### src/hw/rtl/mcpt_pkg.sv
// shared types and codes of the multi-channel pulse timer
package mcpt_pkg;

    localparam int PIN_W  = 6;
    localparam int DUR_W  = 16;
    localparam int TIME_W = 32;

    // input kinds
    localparam logic KIND_START = 1'b0;
    localparam logic KIND_TICK  = 1'b1;

    // result kinds
    localparam logic RKIND_STATUS = 1'b0;
    localparam logic RKIND_DRIVE  = 1'b1;

    // request status codes
    localparam logic [1:0] ST_STARTED = 2'd0;
    localparam logic [1:0] ST_RETRIG  = 2'd1;
    localparam logic [1:0] ST_REFUSED = 2'd2;
    localparam logic [1:0] ST_FULL    = 2'd3;

    localparam logic [PIN_W-1:0] PIN_FREE = '0;

    typedef struct packed {
        logic              kind;
        logic [PIN_W-1:0]  pin;
        logic [DUR_W-1:0]  duration;
        logic              retrigger;
        logic              polarity;
    } t_in;

    typedef struct packed {
        logic              result_kind;
        logic [1:0]        status;
        logic [PIN_W-1:0]  drive_pin;
        logic              drive_level;
        logic              last;
    } t_out;

    // one entry of the slot table
    typedef struct packed {
        logic [PIN_W-1:0]  pin;
        logic [DUR_W-1:0]  length;
        logic [TIME_W-1:0] start;
        logic              active_high;
    } t_slot;

endpackage

### src/hw/rtl/mcpt_slot_ram.sv
// slot table memory: one write port, one registered read port
module mcpt_slot_ram #(
    parameter int DEPTH = 8,
    parameter int IDX_W = 3
) (
    input  logic               i_clk,
    input  logic               i_we,
    input  logic [IDX_W-1:0]   i_waddr,
    input  mcpt_pkg::t_slot    i_wdata,
    input  logic [IDX_W-1:0]   i_raddr,
    output mcpt_pkg::t_slot    o_rdata
);
    import mcpt_pkg::*;

    t_slot mem [DEPTH];
    t_slot r_rdata;

    always_ff @(posedge i_clk) begin
        if (i_we) begin
            mem[i_waddr] <= i_wdata;
        end
    end

    always_ff @(posedge i_clk) begin
        r_rdata <= mem[i_raddr];
    end

    assign o_rdata = r_rdata;

endmodule

### src/hw/rtl/mcpt_out_stage.sv
// output register between the controller and the result channel
module mcpt_out_stage (
    input  logic           i_clk,
    input  logic           i_rst_n,
    input  logic           i_valid,
    output logic           o_ready,
    input  mcpt_pkg::t_out i_data,
    output logic           o_valid,
    input  logic           i_ready,
    output mcpt_pkg::t_out o_data
);
    import mcpt_pkg::*;

    logic r_valid;
    t_out r_data;

    assign o_ready = !r_valid || i_ready;

    always_ff @(posedge i_clk) begin
        if (!i_rst_n) begin
            r_valid <= 1'b0;
        end else if (o_ready) begin
            r_valid <= i_valid;
        end
    end

    always_ff @(posedge i_clk) begin
        if (i_valid && o_ready) begin
            r_data <= i_data;
        end
    end

    assign o_valid = r_valid;
    assign o_data  = r_data;

endmodule

### src/hw/rtl/multi_channel_pulse_timer.sv
// multi-channel retriggerable pulse timer: top level with scan controller
// a request is taken only while idle, so a new item waits until the last one is fully handled
// the scan reads one slot per cycle unless result back-pressure holds it, a start on pin zero
//   skips the scan, and a start that takes a slot sends its drive event after the status beat
// result back-pressure stalls the tick scan while an expired slot waits to be sent
// reset: synchronous active low, all slots free and the millisecond counter at zero
module multi_channel_pulse_timer #(
    parameter int SLOT_COUNT = 8
) (
    input  logic           i_clk,
    input  logic           i_rst_n,
    input  logic           i_in_valid,
    output logic           o_in_ready,
    input  mcpt_pkg::t_in  i_in_data,
    output logic           o_out_valid,
    input  logic           i_out_ready,
    output mcpt_pkg::t_out o_out_data
);
    import mcpt_pkg::*;

    localparam int IDX_W = (SLOT_COUNT > 1) ? $clog2(SLOT_COUNT) : 1;
    localparam logic [IDX_W-1:0] LAST_IDX = IDX_W'(SLOT_COUNT - 1);

    typedef enum logic [3:0] {
        S_IDLE   = 4'b0001,
        S_SCAN   = 4'b0010,
        S_STATUS = 4'b0100,
        S_FLUSH  = 4'b1000
    } t_state;

    t_state r_state, n_state;

    // per-slot occupancy, the memory only holds payload
    logic [SLOT_COUNT-1:0] r_valid, n_valid;
    logic [TIME_W-1:0]     r_time;
    t_in                   r_req;
    logic [IDX_W-1:0]      r_idx, n_idx;

    // first slot already owned by the requested pin
    logic                  r_hit, n_hit;
    logic [IDX_W-1:0]      r_hit_idx, n_hit_idx;
    t_slot                 r_hit_slot, n_hit_slot;

    // drive event held back until we know whether it is the last one
    logic                  r_hold_v, n_hold_v;
    logic [PIN_W-1:0]      r_hold_pin, n_hold_pin;
    logic                  r_hold_lvl, n_hold_lvl;

    // slot ram ports
    logic                  w_we;
    logic [IDX_W-1:0]      w_waddr;
    t_slot                 w_wdata;
    logic [IDX_W-1:0]      w_raddr;
    t_slot                 w_rd;

    // result path
    logic                  w_emit;
    t_out                  w_emit_data;
    logic                  w_can_emit;

    logic                  w_in_acc;
    logic                  w_tick;
    logic                  w_expire;
    logic                  w_match;
    logic                  w_advance;
    logic [IDX_W-1:0]      w_free_idx;
    logic                  w_full;
    logic [1:0]            w_status;
    logic [TIME_W-1:0]     w_elapsed;

    mcpt_slot_ram #(
        .DEPTH (SLOT_COUNT),
        .IDX_W (IDX_W)
    ) u_ram (
        .i_clk   (i_clk),
        .i_we    (w_we),
        .i_waddr (w_waddr),
        .i_wdata (w_wdata),
        .i_raddr (w_raddr),
        .o_rdata (w_rd)
    );

    mcpt_out_stage u_out (
        .i_clk   (i_clk),
        .i_rst_n (i_rst_n),
        .i_valid (w_emit),
        .o_ready (w_can_emit),
        .i_data  (w_emit_data),
        .o_valid (o_out_valid),
        .i_ready (i_out_ready),
        .o_data  (o_out_data)
    );

    assign o_in_ready = (r_state == S_IDLE);
    assign w_in_acc   = i_in_valid && o_in_ready;
    assign w_tick     = (r_req.kind == KIND_TICK);

    // slot being scanned: data of r_idx sits on the ram output
    assign w_elapsed = r_time - w_rd.start;
    assign w_expire  = r_valid[r_idx] && (w_elapsed > TIME_W'(w_rd.length));
    assign w_match   = r_valid[r_idx] && (w_rd.pin == r_req.pin);

    // a tick stalls only when an expiry must push out the held event and the output stage is not ready
    assign w_advance = !(w_tick && w_expire && r_hold_v && !w_can_emit);

    // lowest free slot
    always_comb begin
        w_free_idx = '0;
        for (int i = SLOT_COUNT - 1; i >= 0; i--) begin
            if (!r_valid[i]) begin
                w_free_idx = IDX_W'(i);
            end
        end
    end

    assign w_full = &r_valid;

    always_comb begin
        if (r_req.pin == PIN_FREE) begin
            w_status = ST_REFUSED;
        end else if (r_hit) begin
            w_status = r_req.retrigger ? ST_RETRIG : ST_REFUSED;
        end else if (w_full) begin
            w_status = ST_FULL;
        end else begin
            w_status = ST_STARTED;
        end
    end

    // read address: slot zero while idle, next slot when the scan moves on, else hold
    always_comb begin
        unique case (r_state)
            S_IDLE:  w_raddr = '0;
            S_SCAN:  w_raddr = (w_advance && r_idx != LAST_IDX) ? r_idx + IDX_W'(1) : r_idx;
            default: w_raddr = r_idx;
        endcase
    end

    always_comb begin
        n_state    = r_state;
        n_valid    = r_valid;
        n_idx      = r_idx;
        n_hit      = r_hit;
        n_hit_idx  = r_hit_idx;
        n_hit_slot = r_hit_slot;
        n_hold_v   = r_hold_v;
        n_hold_pin = r_hold_pin;
        n_hold_lvl = r_hold_lvl;
        w_we       = 1'b0;
        w_waddr    = w_free_idx;
        w_wdata    = '{pin: r_req.pin, length: r_req.duration, start: r_time,
                       active_high: r_req.polarity};
        w_emit      = 1'b0;
        w_emit_data = '{result_kind: RKIND_DRIVE, status: ST_STARTED,
                        drive_pin: r_hold_pin, drive_level: r_hold_lvl, last: 1'b0};

        unique case (r_state)
            S_IDLE: begin
                if (w_in_acc) begin
                    n_idx = '0;
                    n_hit = 1'b0;
                    // pin zero request needs no scan
                    if (i_in_data.kind == KIND_START && i_in_data.pin == PIN_FREE) begin
                        n_state = S_STATUS;
                    end else begin
                        n_state = S_SCAN;
                    end
                end
            end
            S_SCAN: begin
                if (w_tick) begin
                    if (w_expire && w_advance) begin
                        // the earlier expiry is not the last one
                        w_emit     = r_hold_v;
                        n_hold_v   = 1'b1;
                        n_hold_pin = w_rd.pin;
                        n_hold_lvl = !w_rd.active_high;
                        n_valid[r_idx] = 1'b0;
                    end
                end else if (w_match && !r_hit) begin
                    n_hit      = 1'b1;
                    n_hit_idx  = r_idx;
                    n_hit_slot = w_rd;
                end
                if (w_advance) begin
                    if (r_idx == LAST_IDX) begin
                        n_state = w_tick ? S_FLUSH : S_STATUS;
                    end else begin
                        n_idx = r_idx + IDX_W'(1);
                    end
                end
            end
            S_STATUS: begin
                w_emit_data = '{result_kind: RKIND_STATUS, status: w_status,
                                drive_pin: PIN_FREE, drive_level: 1'b0,
                                last: (w_status != ST_STARTED)};
                if (w_can_emit) begin
                    w_emit = 1'b1;
                    case (w_status)
                        ST_RETRIG: begin
                            // restart timing only, length and polarity kept
                            w_we    = 1'b1;
                            w_waddr = r_hit_idx;
                            w_wdata = r_hit_slot;
                            w_wdata.start = r_time;
                            n_state = S_IDLE;
                        end
                        ST_STARTED: begin
                            w_we       = 1'b1;
                            n_valid[w_free_idx] = 1'b1;
                            n_hold_v   = 1'b1;
                            n_hold_pin = r_req.pin;
                            n_hold_lvl = r_req.polarity;
                            n_state    = S_FLUSH;
                        end
                        default: begin
                            n_state = S_IDLE;
                        end
                    endcase
                end
            end
            S_FLUSH: begin
                w_emit_data.last = 1'b1;
                if (!r_hold_v) begin
                    n_state = S_IDLE;
                end else if (w_can_emit) begin
                    w_emit   = 1'b1;
                    n_hold_v = 1'b0;
                    n_state  = S_IDLE;
                end
            end
            default: begin
                n_state = S_IDLE;
            end
        endcase
    end

    always_ff @(posedge i_clk) begin
        if (!i_rst_n) begin
            r_state  <= S_IDLE;
            r_valid  <= '0;
            r_time   <= '0;
            r_hold_v <= 1'b0;
            r_hit    <= 1'b0;
        end else begin
            r_state  <= n_state;
            r_valid  <= n_valid;
            r_hold_v <= n_hold_v;
            r_hit    <= n_hit;
            if (w_in_acc && i_in_data.kind == KIND_TICK) begin
                r_time <= r_time + TIME_W'(1);
            end
        end
    end

    always_ff @(posedge i_clk) begin
        if (w_in_acc) begin
            r_req <= i_in_data;
        end
        r_idx      <= n_idx;
        r_hit_idx  <= n_hit_idx;
        r_hit_slot <= n_hit_slot;
        r_hold_pin <= n_hold_pin;
        r_hold_lvl <= n_hold_lvl;
    end

`ifndef SYNTHESIS
    // every accepted tick moves the counter by one
    a_tick_count: assert property (@(posedge i_clk) disable iff (!i_rst_n)
        (w_in_acc && i_in_data.kind == KIND_TICK) |=> r_time == $past(r_time) + TIME_W'(1))
        else $error("millisecond counter did not advance on tick");

    // a written slot is occupied afterwards
    a_write_marks: assert property (@(posedge i_clk) disable iff (!i_rst_n)
        w_we |=> r_valid[$past(w_waddr)])
        else $error("slot written but not marked occupied");

    // no drive event is left behind once the block is idle
    a_idle_empty: assert property (@(posedge i_clk) disable iff (!i_rst_n)
        (r_state == S_IDLE) |-> !r_hold_v)
        else $error("held drive event lost");

    // an expired slot is freed
    a_expire_free: assert property (@(posedge i_clk) disable iff (!i_rst_n)
        (r_state == S_SCAN && w_tick && w_expire && w_advance) |=> !r_valid[$past(r_idx)])
        else $error("expired slot still occupied");
`endif

endmodule

### config.mk
export PLATFORM = sky130hd
export DESIGN_NAME = multi_channel_pulse_timer
export DESIGN_NICKNAME = d
export VERILOG_FILES = /design/src/hw/rtl/mcpt_pkg.sv /design/src/hw/rtl/mcpt_slot_ram.sv /design/src/hw/rtl/mcpt_out_stage.sv /design/src/hw/rtl/multi_channel_pulse_timer.sv
export SDC_FILE = /design/constraint.sdc
export NUM_CORES = 1
export LEC_CHECK = 0
export BUFFER_PORTS_ARGS = -buffer_cell sky130_fd_sc_hd__buf_2
export CORE_MARGIN = 3
export CORE_UTILIZATION = 68
export DETAILED_ROUTE_END_ITERATION = 7
export PLACE_DENSITY = 0.86
export REMOVE_ABC_BUFFERS = 1
export SYNTH_ARGS = -nofsm -noshare
export SYNTH_HDL_FRONTEND = slang
export SYNTH_SLANG_ARGS = --single-unit
### constraint.sdc
create_clock -name i_clk -period 11.5 [get_ports i_clk]
set_clock_uncertainty 0.15 [all_clocks]
set_input_delay 1.725 -clock i_clk [delete_from_list [all_inputs] [get_ports i_clk]]
set_output_delay 1.725 -clock i_clk [all_outputs]
set_load 0.05 [all_outputs]
; After elaboration in Yosys (flattened, before gate mapping)
; Memories as Yosys holds them, arrays and structs flattened. A register that Yosys moved wholly into a read port is not among the register bits.
; Index checks and enable logic that the tools add are counted.
[op_classes]
addsub = 3
bitwise_logic = 5
eq_ne = 19
n_reduce_logical = 35
n_lt_le_gt_ge = 5
n_mux = 78
[op_table]
columns = op, n
row1 = 2-to-1 mux 55 bit, 3
row2 = 2-to-1 mux 3 bit, 16
row3 = adder 32 x 1 -> 32 bit (second input constant), 1
row4 = > comparator 32 x 16 -> 1 bit, 1
row5 = 2-to-1 mux 4 bit, 8
row6 = 2-to-1 mux 8 bit, 4
row7 = subtractor 32 bit, 1
row8 = 2-to-1 mux 1 bit, 25
row9 = 2-to-1 mux 6 bit, 4
row10 = case mux 4 bit (4 select lines), 1
row11 = case mux 8 bit (2 select lines), 1
row12 = AND reduction 5 bit, 3
row13 = logical AND 1 bit, 14
row14 = inequality test 2 bit (second input constant), 7
row15 = logical NOT 6 bit, 2
row16 = case mux 3 bit (2 select lines), 2
row17 = case mux 6 bit (2 select lines), 1
row18 = 2-to-1 mux 10 bit, 1
row19 = AND 8 bit, 1
row20 = < comparator 3 x 4 -> 1 bit (second input constant), 2
row21 = 2-to-1 mux 2 bit, 4
row22 = inverter 8 bit, 1
row23 = bitwise OR 8 bit, 1
row24 = AND reduction 4 bit, 2
row25 = other kinds (25), 39
[word_totals]
memories = 1
mem_bits_rw = 440
inputBits = 29
register_bits = 119
output_inout_bits = 13
[memory_table]
columns = name, depth, word_bits, rd, rd_clocked_by_memory_dff, wr, line
row1 = u_ram.mem, 8, 55, 1, 1, 1, mcpt_slot_ram.sv:15  ; t_slot mem [DEPTH];

; Depth between registers and ports, before layout
; Gate-level depths: netlist of the first run.
[logic_depth]
ltp_word = 16
mapped_depth = 25
ltp_nobuf = 22

; By module
; A second synthesis of the first run with hierarchy kept.
[hier_totals]
cells_unflattened = 1556
hier_area_um2 = 25603.3
[by_module_without_submodules]
columns = module, cells_each, n_inst, area_each_um2
row1 = mcpt_slot_ram, 703, 1, 17663.2
row2 = multi_channel_pulse_timer, 837, 1, 7552.2
row3 = mcpt_out_stage, 16, 1, 387.9

; Least setup slack after synthesis of the first run
; OpenSTA, ideal clock, no wires.
[synth_timing]
kind = input-to-reg
from = in i_out_ready
to = mem u_ram.mem[5][0] in the netlist's numbering, enable pin
t_arrival_ps = 6745
required_time_ps = 10814
cell_stages = 7
slack_ps = 4069
cell_sequence = nand2b_1 -> nand2_1 -> or3_1 -> clkbuf_1 -> mux2i_1 -> nand3b_1 -> nor3_1
[synth_between]
elab_chain_len = 5
elab_cells_between_ends = 7
cone_classes = mux: 6 / reduce/logical: 1
[synth_lines]
columns = item, line
row1 = start: declaration, multi_channel_pulse_timer.sv:16  ; input logic i_out_ready,
row2 = logical OR 1 bit *, mcpt_out_stage.sv:17  ; assign o_ready = !r_valid || i_ready;
row3 = 2-to-1 mux 1 bit, multi_channel_pulse_timer.sv:197  ; if (w_can_emit) begin
row4 = 2-to-1 mux 1 bit, multi_channel_pulse_timer.sv:157  ; unique case (r_state)
row5 = 2-to-1 mux 1 bit, mcpt_slot_ram.sv:19  ; if (i_we) begin
row6 = 2-to-1 mux 1 bit (implied by the code), mcpt_slot_ram.sv:20  ; mem[i_waddr] <= i_wdata;
row7 = end: declaration, mcpt_slot_ram.sv:15
; Mark *: on every way between the ends. The rest lies on a longest branch, timed or not.

; Worst setup path after layout of the first run
[layout_timing]
from = reg r_time[0]
to = reg u_ram.o_rdata[40] (netlist name)
[layout_between]
elab_chain_len = 10
[layout_lines]
columns = item, line
row1 = start: declaration, multi_channel_pulse_timer.sv:35  ; logic [TIME_W-1:0] r_time;
row2 = start signal: assignment, multi_channel_pulse_timer.sv:251  ; r_time <= r_time + TIME_W'(1);
row3 = subtractor 32 bit, multi_channel_pulse_timer.sv:99  ; assign w_elapsed = r_time - w_rd.start;
row4 = > comparator 32 x 16 -> 1 bit, multi_channel_pulse_timer.sv:100  ; assign w_expire = r_valid[r_idx] && (w_elapsed > TIME_W'(w_rd.length));
row5 = logical AND 1 bit, multi_channel_pulse_timer.sv:100
row6 = logical AND 1 bit (3 in series), multi_channel_pulse_timer.sv:104  ; assign w_advance = !(w_tick && w_expire && r_hold_v && !w_can_emit);
row7 = logical NOT 1 bit, multi_channel_pulse_timer.sv:104
row8 = logical AND 1 bit, multi_channel_pulse_timer.sv:134  ; S_SCAN: w_raddr = (w_advance && r_idx != LAST_IDX) ? r_idx + IDX_W'(1) : r_idx;
row9 = 2-to-1 mux 3 bit, multi_channel_pulse_timer.sv:134
row10 = case mux 3 bit (2 select lines), multi_channel_pulse_timer.sv:132  ; unique case (r_state)
; Every way passes these cells.
; A chain may end at the register's enable or synchronous reset.

==> results of run 1 <==
-- cell type report --
cell class / instances / area share
inverters: 63 / 0.00824
well taps: 511 / 0.0223
repair buffers: 65 / 0.0134
clock buffers: 78 / 0.0556
flip-flops and latches: 614 / 0.607
clock inverters: 32 / 0.00876
multi-input cells: 1162 / 0.285
-- metal layers --
metal,part of all wire,up-vias,global-route usage
met1,0.40,8387,0.406
met2,0.49,899,0.487
met3,0.083,149,0.0385
li1,-,7612,-
met4,0.030,0,0.104
met5,0,-,0
-- how the worst max path moves through the flow --
stage | to | cells after the start
2_1_floorplan | u_ram.o_rdata[0] | 20
6_report | u_ram.o_rdata[40] | 22
4_1_cts | u_ram.o_rdata[40] | 22
3_5_place_dp | u_ram.o_rdata[40] | 22
5_1_grt | u_ram.o_rdata[35] | 22
3_3_place_gp | u_ram.o_rdata[21] | 22
-- per-stage QoR --
| step | power, mW | TNS (ns) | hold WS [ns] | area (µm²) | worst slack (ns) |
|---|---|---|---|---|---|
| global route | 6.34 | 0 | 0.301 | 28700 | 3.00 |
| CTS | 6.08 | 0 | 0.296 | 28700 | 3.48 |
| floorplan | 3.75 | -23.10 | 0.258 | 25700 | -0.420 |
| detailed placement | 4.25 | 0 | 0.271 | 26900 | 3.47 |
| finish | 6.08 | 0 | 0.296 | 28700 | 3.51 |
| global placement | 4.18 | 0 | 0.265 | 26900 | 3.94 |
-- cell usage after synthesis, types with 11 or more instances --
cell	number
a21oi_1	56
a21boi_0	185
nor2_1	67
xnor2_1	37
o211ai_1	11
o21ai_0	40
mux2_2	27
dfxtp_1	102
edfxtp_1	512
xor2_1	13
buf_2	24
nand2_1	97
nor4_1	64
a21boi_1	50
and2_1	29
a211oi_1	222
nor2b_1	13
nand2b_1	12
nand3_1	24
clkbuf_1	80
ha_1	50
o21a_1	13
inv_1	62
or3_1	13
nor3_1	14
nand4_1	24
-- power groups by stage --
stage | registers, mW | logic [mW] | clock network (mW)
floorplan | 2.69 | 1.06 | 0
global placement | 2.72 | 1.45 | 0
detailed placement | 2.73 | 1.52 | 0
CTS | 2.69 | 1.55 | 1.84
global route | 2.70 | 1.70 | 1.94
finish | 2.69 | 1.56 | 1.83
-- state kept, by name, summed over array words and instances (netlist names), 6 cells and up --
| signal | cells |
|---|---|
| u_ram.mem | 440 |
| r_hold_pin | 6 |
| u_out.o_data | 11 |
| r_req | 24 |
| r_valid | 8 |
| r_hit_slot | 23 |
| r_time | 32 |
| u_ram.o_rdata | 55 |
-- critical path, stage by stage, from the launching register on --
cell       delay (ns)
dfxtp_1          0.50
inv_1            0.15
ha_1             0.25
fa_1             0.40
nand2b_1         0.18
a21oi_1          0.26
o21ai_0          0.17
and3_1           0.22
xnor2_1          0.14
ha_1             0.32
nand4_1          0.15
nor4_1           0.31
a31oi_1          0.11
nor4_2           0.20
o2111ai_1        0.14
or4_1            0.41
or4_4            0.45
o31ai_4          0.24
buf_4            0.75
and2_4           1.02
buf_4            0.70
a211oi_1         0.23
nor4_1           0.36
-- cell families after synthesis --
kind of cell | count (synthesis)
flops | 614
mux | 37
xor+xnor | 50
compound gates | 634
fa+ha+maj | 51
simple gates | 390
buf+inv | 182
==> impl_metrics.tcl, run 1 <==
set metrics [dict create \
    outcome "complete, no violations" \
    report.final.hold_viol_count 0 \
    synth-xor-area-share 0.0167 \
    synth.area.top_cells "edfxtp_1, dfxtp_1, a211oi_1" \
    hpwl_um 34000 \
    crit_path_end_kind "flop" \
    startpoint "r_time[0]" \
    critPathMaxFanout 106 \
    crit_path_start_kind "flop" \
    worstPathRequired_ns 11.87 \
    min_period_ns 7.99 \
    syn-cell-area_um2 26300 \
    hold_buffers 0 \
    drtPass1Iterations 5 \
    p_per_area_nw_per_um2 212 \
    holdPathEnd "r_hit_slot[0]" \
    reg2reg_setup_slack_ns 3.51 \
    clock_latency_ns 0.63 \
    min_from "u_ram.o_rdata[0]" \
    hp-class "flop to flop" \
    antenna_found_initial 0 \
    drive_gt1_frac 0.109 \
    cts_root_buf "clkbuf_16" \
    rows 71 \
    finish.net_count 2044 \
    p_leak_nw 9.67 \
    reg2reg_to "u_ram.o_rdata[40]" \
    yosys_most_used_dff "edfxtp_1" \
    drtAntennaViolNets 0 \
    multi_input_area_um2 8180 \
    synth_edf_count 512 \
    drt_iter0_drc 1743 \
    cts_made_buffers 58 \
    htreeDepth 2 \
    internal_power_mw 4.10 \
    grt_pass1_wl_um 93600 \
    timing.rr.start "r_time[0]" \
    drc 0 \
    diodes 0 \
    wirelength_um 60600 \
    grt_max_degree 117 \
    fmax_mhz 125 \
    die_area_um2 41000 \
    rsz0062_at_grt "false" \
    netlist_instances 1958 \
    finalWeightedCongestion 0.924 \
    die_h_um 203 \
    synth_compound_area_frac 0.174 \
    setup_viol 0 \
    ff2ff_path_depth 22 \
    final_util 0.759 \
    grt_pass1_vias 16700 \
    dieWidth_um 203 \
    tightestPinTransition_ns 1.15 \
    clk_pin_slew_ns 0.06 \
    seq_area_um2 17400 \
    grt-ovfl-total 0 \
    pwr-share-clk 0.301 \
    cts_num_sinks 614 \
    synth.mux.area_fraction 0.0154 \
    io_pins 42 \
    start_util 0.694 \
    tritoncts "yes" \
    cap_viol_max_count 0 \
    synth.distinct_cells 73 \
    synth_top_cell_by_area "edfxtp_1" \
    routed_via_density 6.75 \
    yosys_warnings 0 \
    worstSetupPathType "flop to flop" \
    place_inst 2415 \
    cts_setup_buffers 0 \
    wire_per_inst_um 24.0 \
    p_sw_frac 0.326 \
    fin_cells 2525 \
    slew_violations 0 \
    arrival_ns 8.36 \
    cts_buffer_depth 3 \
    comb_power_share 0.257 \
    grt_use_total 0.293 \
    yosys.area.top_type_share 0.585 \
    synthSimpleGateAreaFrac 0.0772 \
    synth_adder_area_share 0.0246 \
    whs_path_depth 0 \
    synth_top_family_by_area "compound AO/OA/AOI/OAI gates" \
    synth-seq-area-share 0.663 \
    layout_common_cells "edfxtp_1, a211oi_1, a21boi_0" \
    cts_resized 0 \
    area_growth_pct 9.28 \
    pwr-share-seq 0.443 \
    portBuffers 41 \
    avgSynthCellArea_um2 13.4 \
    synthArstFlopShare 0 \
    via_count 17000 \
    maxSlewHeadroom 0.231 \
    power_switching_mw 1.98 \
    min_period_over_period 0.695 \
    layout_commonest_cell "edfxtp_1" \
    fp.coreArea_um2 37800 \
    nFillCells 2235 \
    peakVddDrop_mv 0.191 \
    ys_seq_elements 614 \
]
Note: power is estimated with default switching activity, not from simulation.
==> run 2: changes to the inputs <==
--- a/config.mk
+++ b/config.mk
@@ -7,9 +7,9 @@
 export LEC_CHECK = 0
 export BUFFER_PORTS_ARGS = -buffer_cell sky130_fd_sc_hd__buf_2
 export CORE_MARGIN = 3
-export CORE_UTILIZATION = 68
+export CORE_UTILIZATION = 63
 export DETAILED_ROUTE_END_ITERATION = 7
-export PLACE_DENSITY = 0.86
+export PLACE_DENSITY = 0.81
 export REMOVE_ABC_BUFFERS = 1
 export SYNTH_ARGS = -nofsm -noshare
 export SYNTH_HDL_FRONTEND = slang
==> constraint.sdc (replaced) <==
create_clock -name i_clk -period 7.4 [get_ports i_clk]
set_clock_uncertainty 0.15 [all_clocks]
set_input_delay 1.11 -clock i_clk [delete_from_list [all_inputs] [get_ports i_clk]]
set_output_delay 1.11 -clock i_clk [all_outputs]
set_load 0.05 [all_outputs]
==> impl_metrics.tcl, run 2 (synthesis results as in run 1) <==
set metrics [dict create \
    ff2ff_path_depth 21 \
    start_util 0.640 \
    reg2reg_setup_slack_ns 0.67 \
    portBuffers 41 \
    hp-class "flop to flop" \
    worstPathRequired_ns 7.75 \
    hpwl_um 33300 \
    grt-ovfl-total 0 \
    cpPeakStageDelay_ns 0.53 \
    slew_violations 0 \
    report.final.hold_viol_count 0 \
    drive_gt1_frac 0.105 \
    diodes 0 \
    htreeDepth 2 \
    area_growth_pct 10.0 \
    drtPass1Iterations 6 \
    layout_commonest_cell "edfxtp_1" \
    fp.coreArea_um2 41000 \
    finalWeightedCongestion 0.892 \
    path_cells "inv_1 -> ha_1 -> fa_1 -> nand2b_1 -> a21oi_1 -> o21ai_0 -> and3_1 -> xnor2_1 -> ha_1 -> nand4_1 -> nor4_1 -> a31oi_1 -> nor4_2 -> o2111ai_1 -> or4_1 -> or4_4 -> o41a_2 -> buf_4 -> a21boi_0 -> a211oi_1 -> nor4_1" \
    clock_latency_ns 0.64 \
    cts_made_buffers 59 \
    tritoncts "yes" \
    wirelength_um 60800 \
    grt_use_total 0.273 \
    routed_via_density 6.64 \
    place_inst 2437 \
    crit_path_top_delay_cell "o41a_2" \
    io_pins 42 \
    seq_area_um2 17400 \
    path_buf_inv 2 \
    cts_root_buf "clkbuf_16" \
    maxSlewHeadroom 0.215 \
    antenna_found_initial 1 \
    dieWidth_um 210 \
    p_per_area_nw_per_um2 333 \
    p_leak_nw 9.74 \
    worstSetupPathType "flop to flop" \
    arrival_ns 7.08 \
    place_area_um2 27000 \
    hold_buffers 0 \
    stdcell_area_um2 28900 \
    critPathTopFamily "simple AND/OR/NAND/NOR gates" \
    drc 0 \
    via_count 16900 \
    cts_buffer_depth 3 \
    outcome "complete, no violations" \
    layout_common_cells "edfxtp_1, a211oi_1, a21boi_0" \
    critPathMaxFanout 116 \
    grt_max_degree 221 \
    crit_path_end_kind "flop" \
    min_period_over_period 0.910 \
    fin_cells 2546 \
    cts_num_sinks 614 \
    nFillCells 2646 \
    tightestPinTransition_ns 1.18 \
    grt_pass1_vias 17000 \
    fmax_mhz 149 \
    holdPathEnd "r_hit_slot[0]" \
    grt_pass1_wl_um 94200 \
    setup_viol 0 \
    rsz0062_at_grt "false" \
    die_h_um 210 \
    cts_setup_buffers 0 \
    die_area_um2 44200 \
    wire_per_inst_um 23.9 \
    cts_resized 0 \
    crit_path_start_kind "flop" \
    drtAntennaViolNets 0 \
    drt_iter0_drc 1886 \
    largest-register "u_ram.mem" \
    whs_path_depth 0 \
    reg2reg_to "u_ram.o_rdata[6]" \
    cap_viol_max_count 0 \
    clk_pin_slew_ns 0.06 \
    final_util 0.705 \
    finish.net_count 2046 \
    multi_input_area_um2 8180 \
    largest_reg_flops 440 \
    min_period_ns 6.73 \
    rows 74 \
    peakVddDrop_mv 0.302 \
    min_from "u_ram.o_rdata[0]" \
    timing.rr.start "r_time[0]" \
]
run 2: worst reg2reg max path, delay by kind of cell (launching register included):
kind / cells / cell delay, ns
compound gates: 7 / 1.83
xor+xnor: 1 / 0.14
fa+ha+maj: 3 / 0.98
buf+inv: 2 / 0.59
flops: 1 / 0.52
simple gates: 8 / 2.39
run 2: final cells by class:
type,count,area share
Sequential cell,614,0.603
Clock inverter,37,0.0129
Clock buffer,72,0.0531
Inverter,63,0.00818
Tap cell,532,0.0230
Multi-Input combinational cell,1162,0.283
Timing Repair Buffer,66,0.0171
run 2: worst max-delay path by stage:
stage          startpoint                 to  slack [ns]  depth (start not counted)
2_1_floorplan   r_time[0]   u_ram.o_rdata[0]       -4.52                         20
3_3_place_gp    r_time[0]   u_ram.o_rdata[8]        1.20                         21
3_5_place_dp    r_time[0]  u_ram.o_rdata[19]        0.91                         21
4_1_cts         r_time[0]   u_ram.o_rdata[6]        0.80                         21
5_1_grt         r_time[0]   u_ram.o_rdata[6]        0.41                         21
6_report        r_time[0]   u_ram.o_rdata[6]        0.67                         21
run 2: stage by stage:
step                power (mW)  hold slack [ns]  setup WS (ns)  setup TNS [ns]
finish                    9.61            0.288          0.670               0
global route              10.0            0.317          0.415               0
CTS                       9.62            0.291          0.803               0
detailed placement        6.68            0.276          0.908               0
global placement          6.57            0.268           1.20               0
floorplan                 5.83            0.258          -4.52         -285.77
run 2: metal layers:
layer	up-vias	share of wire	track usage
li1	7637	-	-
met1	8337	0.40	0.377
met2	795	0.49	0.450
met3	137	0.078	0.0409
met4	2	0.026	0.101
met5	-	0.00020	0
run 2: power by group:
group / internal, mW / total [mW] / switching [mW]
registers: 4.03 / 4.18 / 0.155
clock network: 1.66 / 2.95 / 1.29
logic: 0.832 / 2.48 / 1.65
total: 6.52 / 9.61 / 3.09
==> run 3: changes to the inputs <==
--- a/config.mk
+++ b/config.mk
@@ -5,11 +5,12 @@
 export SDC_FILE = /design/constraint.sdc
 export NUM_CORES = 1
 export LEC_CHECK = 0
+export ABC_AREA = 1
 export BUFFER_PORTS_ARGS = -buffer_cell sky130_fd_sc_hd__buf_2
 export CORE_MARGIN = 3
-export CORE_UTILIZATION = 63
+export CORE_UTILIZATION = 68
 export DETAILED_ROUTE_END_ITERATION = 7
-export PLACE_DENSITY = 0.81
+export PLACE_DENSITY = 0.89
 export REMOVE_ABC_BUFFERS = 1
 export SYNTH_ARGS = -nofsm -noshare
 export SYNTH_HDL_FRONTEND = slang
==> constraint.sdc (replaced) <==
create_clock -name i_clk -period 8.2 [get_ports i_clk]
set_clock_uncertainty 0.15 [all_clocks]
set_input_delay 1.23 -clock i_clk [delete_from_list [all_inputs] [get_ports i_clk]]
set_output_delay 1.23 -clock i_clk [all_outputs]
set_load 0.05 [all_outputs]
==> impl_metrics.tcl, run 3 <==
set metrics [dict create \
    holdPathEnd "r_hit_slot[39]" \
    critPathTopFamily "simple AND/OR/NAND/NOR gates" \
    yosysMostFrequentCell "nand2_1" \
    grt_pass1_vias 22000 \
    die_h_um 213 \
    die_area_um2 45500 \
    whs_path_depth 0 \
    antenna_found_initial 0 \
    drtAntennaViolNets 0 \
    wire_per_inst_um 18.3 \
    drc 0 \
    p_per_area_nw_per_um2 322 \
    crit_path_start_kind "flop" \
    start_util 0.693 \
    cts_num_sinks 614 \
    cts_root_buf "clkbuf_16" \
    avgSynthCellArea_um2 8.83 \
    grt_max_degree 87 \
    arrival_ns 6.98 \
    portBuffers 41 \
    yosys.area.top_type_share 0.527 \
    finalWeightedCongestion 0.965 \
    fp.coreArea_um2 42100 \
    outcome "complete, no violations" \
    ys_seq_elements 614 \
    syn-cell-area_um2 29200 \
    tns_ns 0 \
    drtPass1Iterations 8 \
    nFillCells 2660 \
    yosys_warnings 0 \
    layout_common_cells "nand2_1, inv_1, edfxtp_1" \
    diodes 0 \
    cap_viol_max_count 0 \
    p_leak_nw 14.9 \
    layout_commonest_cell "nand2_1" \
    synthTopCellsByCount "nand2_1, inv_1, edfxtp_1" \
    timing.rr.start "r_time[0]" \
    synth.distinct_cells 49 \
    synth_edf_count 512 \
    routed_via_density 5.68 \
    peakVddDrop_mv 0.267 \
    grt_use_total 0.317 \
    htreeDepth 2 \
    seq_area_um2 17400 \
    crit_path_top_delay_cell "nand2_4" \
    p_total_mw 10.2 \
    synth_top_cell_by_area "edfxtp_1" \
    fmax_mhz 151 \
    place_inst 3802 \
    hpwl_um 43200 \
    multi_input_area_um2 8870 \
    via_count 22200 \
    dieWidth_um 213 \
    largest_reg_flops 440 \
    min_period_over_period 0.809 \
    yosys_most_used_dff "edfxtp_1" \
    setup_viol 0 \
    crit_top_cell "nand2_1" \
    rows 75 \
    synthArstFlopShare 0 \
    min_from "u_ram.o_rdata[39]" \
    rsz0062_at_grt "false" \
    fin_cells 3912 \
    cpPeakStageDelay_ns 1.09 \
    crit_path_end_kind "flop" \
    synth.area.top_cells "edfxtp_1, nand2_1, inv_1" \
    cts_setup_buffers 0 \
    area_growth_pct 8.82 \
    grt-ovfl-total 0 \
    slew_violations 0 \
    path_buf_inv 3 \
    hold_buffers 0 \
    cts_made_buffers 58 \
    reg2reg_to "u_ram.o_rdata[34]" \
    min_period_ns 6.63 \
    io_pins 42 \
    cts_resized 0 \
    worstPathRequired_ns 8.55 \
    grt_pass1_wl_um 112000 \
    report.final.hold_viol_count 0 \
    tritoncts "yes" \
    reg2reg_setup_slack_ns 1.57 \
    clock_latency_ns 0.62 \
    finish.net_count 3403 \
    tightestPinTransition_ns 1.20 \
    clk_pin_slew_ns 0.06 \
    drive_gt1_frac 0.0575 \
    critPathMaxFanout 86 \
    netlist_instances 3306 \
    maxSlewHeadroom 0.199 \
    synth-seq-area-share 0.597 \
    cts_buffer_depth 3 \
    drt_iter0_drc 2878 \
    ff2ff_path_depth 30 \
    hp-class "flop to flop" \
    largest-register "u_ram.mem" \
    worstSetupPathType "flop to flop" \
    wirelength_um 71500 \
    final_util 0.754 \
]
-- run 3: cell types whose count changed in the layout (fill, tap and decap cells not counted), sizes merged, moves of 33 or more --
cell / previous run / this run
a211oi: 223 / 1
a21boi: 235 / 1
inv: 65 / 654
nand2: 97 / 1183
nand3: 24 / 282
nand3b: 2 / 57
nor2: 67 / 126
nor4: 65 / 6
xnor2: 37 / 4
-- run 3: how the worst max path moves through the flow --
| stage | start | to | slack, ns | depth (start not counted) |
|---|---|---|---|---|
| 5_1_grt | r_time[0] | u_ram.o_rdata[4] | 1.01 | 30 |
| 6_report | r_time[0] | u_ram.o_rdata[34] | 1.57 | 30 |
| 3_3_place_gp | r_time[0] | u_ram.o_rdata[36] | 2.01 | 31 |
| 4_1_cts | r_time[0] | u_ram.o_rdata[34] | 1.59 | 30 |
| 3_5_place_dp | r_time[0] | u_ram.o_rdata[34] | 1.68 | 30 |
| 2_1_floorplan | r_time[0] | u_ram.o_rdata[0] | 0.44 | 29 |
-- run 3: power by group --
group          internal (mW)  switching (mW)  leakage [nW]  total (mW)
Combinational           1.08            2.71          8.25        3.79
Clock                   1.49            1.14         0.928        2.63
Sequential              3.68           0.142          5.70        3.82
Total                   6.24            3.99          14.9        10.2
-- run 3: layout make-up --
class | count | area share
flip-flops and latches | 614 | 0.548
multi-input cells | 1925 | 0.279
inverters | 652 | 0.0770
clock buffers | 79 | 0.0513
well taps | 539 | 0.0212
repair buffers | 72 | 0.0150
clock inverters | 31 | 0.00776
-- run 3: per-layer routing --
metal  up-vias  part of all wire  GRT usage
li1      10400                 -          -
met5         -                 0          0
met3       255             0.099     0.0519
met4         0             0.041      0.146
met1     10300              0.38      0.404
met2      1250              0.48      0.536
-- run 3: logic make-up (layout without fill, tap and decap cells) --
logic type / Yosys count / count (layout) / share of synthesized area
XOR/XNOR: 16 / 16 / 0.00480
AO/OA/AOI/OAI: 146 / 146 / 0.0273
AND/OR/NAND/NOR: 1712 / 1712 / 0.245
adder cells (fa/ha/maj): 51 / 51 / 0.0221
buffers and inverters: 767 / 834 / 0.104
flip-flops: 614 / 614 / 0.597
-- run 3: metrics by stage --
| step | setup slack, ns | hold slack, ns | instance area [µm²] |
|---|---|---|---|
| floorplan | 0.443 | 0.253 | 28600 |
| global placement | 2.01 | 0.263 | 29900 |
| detailed placement | 1.68 | 0.269 | 29900 |
| CTS | 1.59 | 0.284 | 31800 |
| global route | 1.01 | 0.294 | 31800 |
| finish | 1.57 | 0.286 | 31800 |
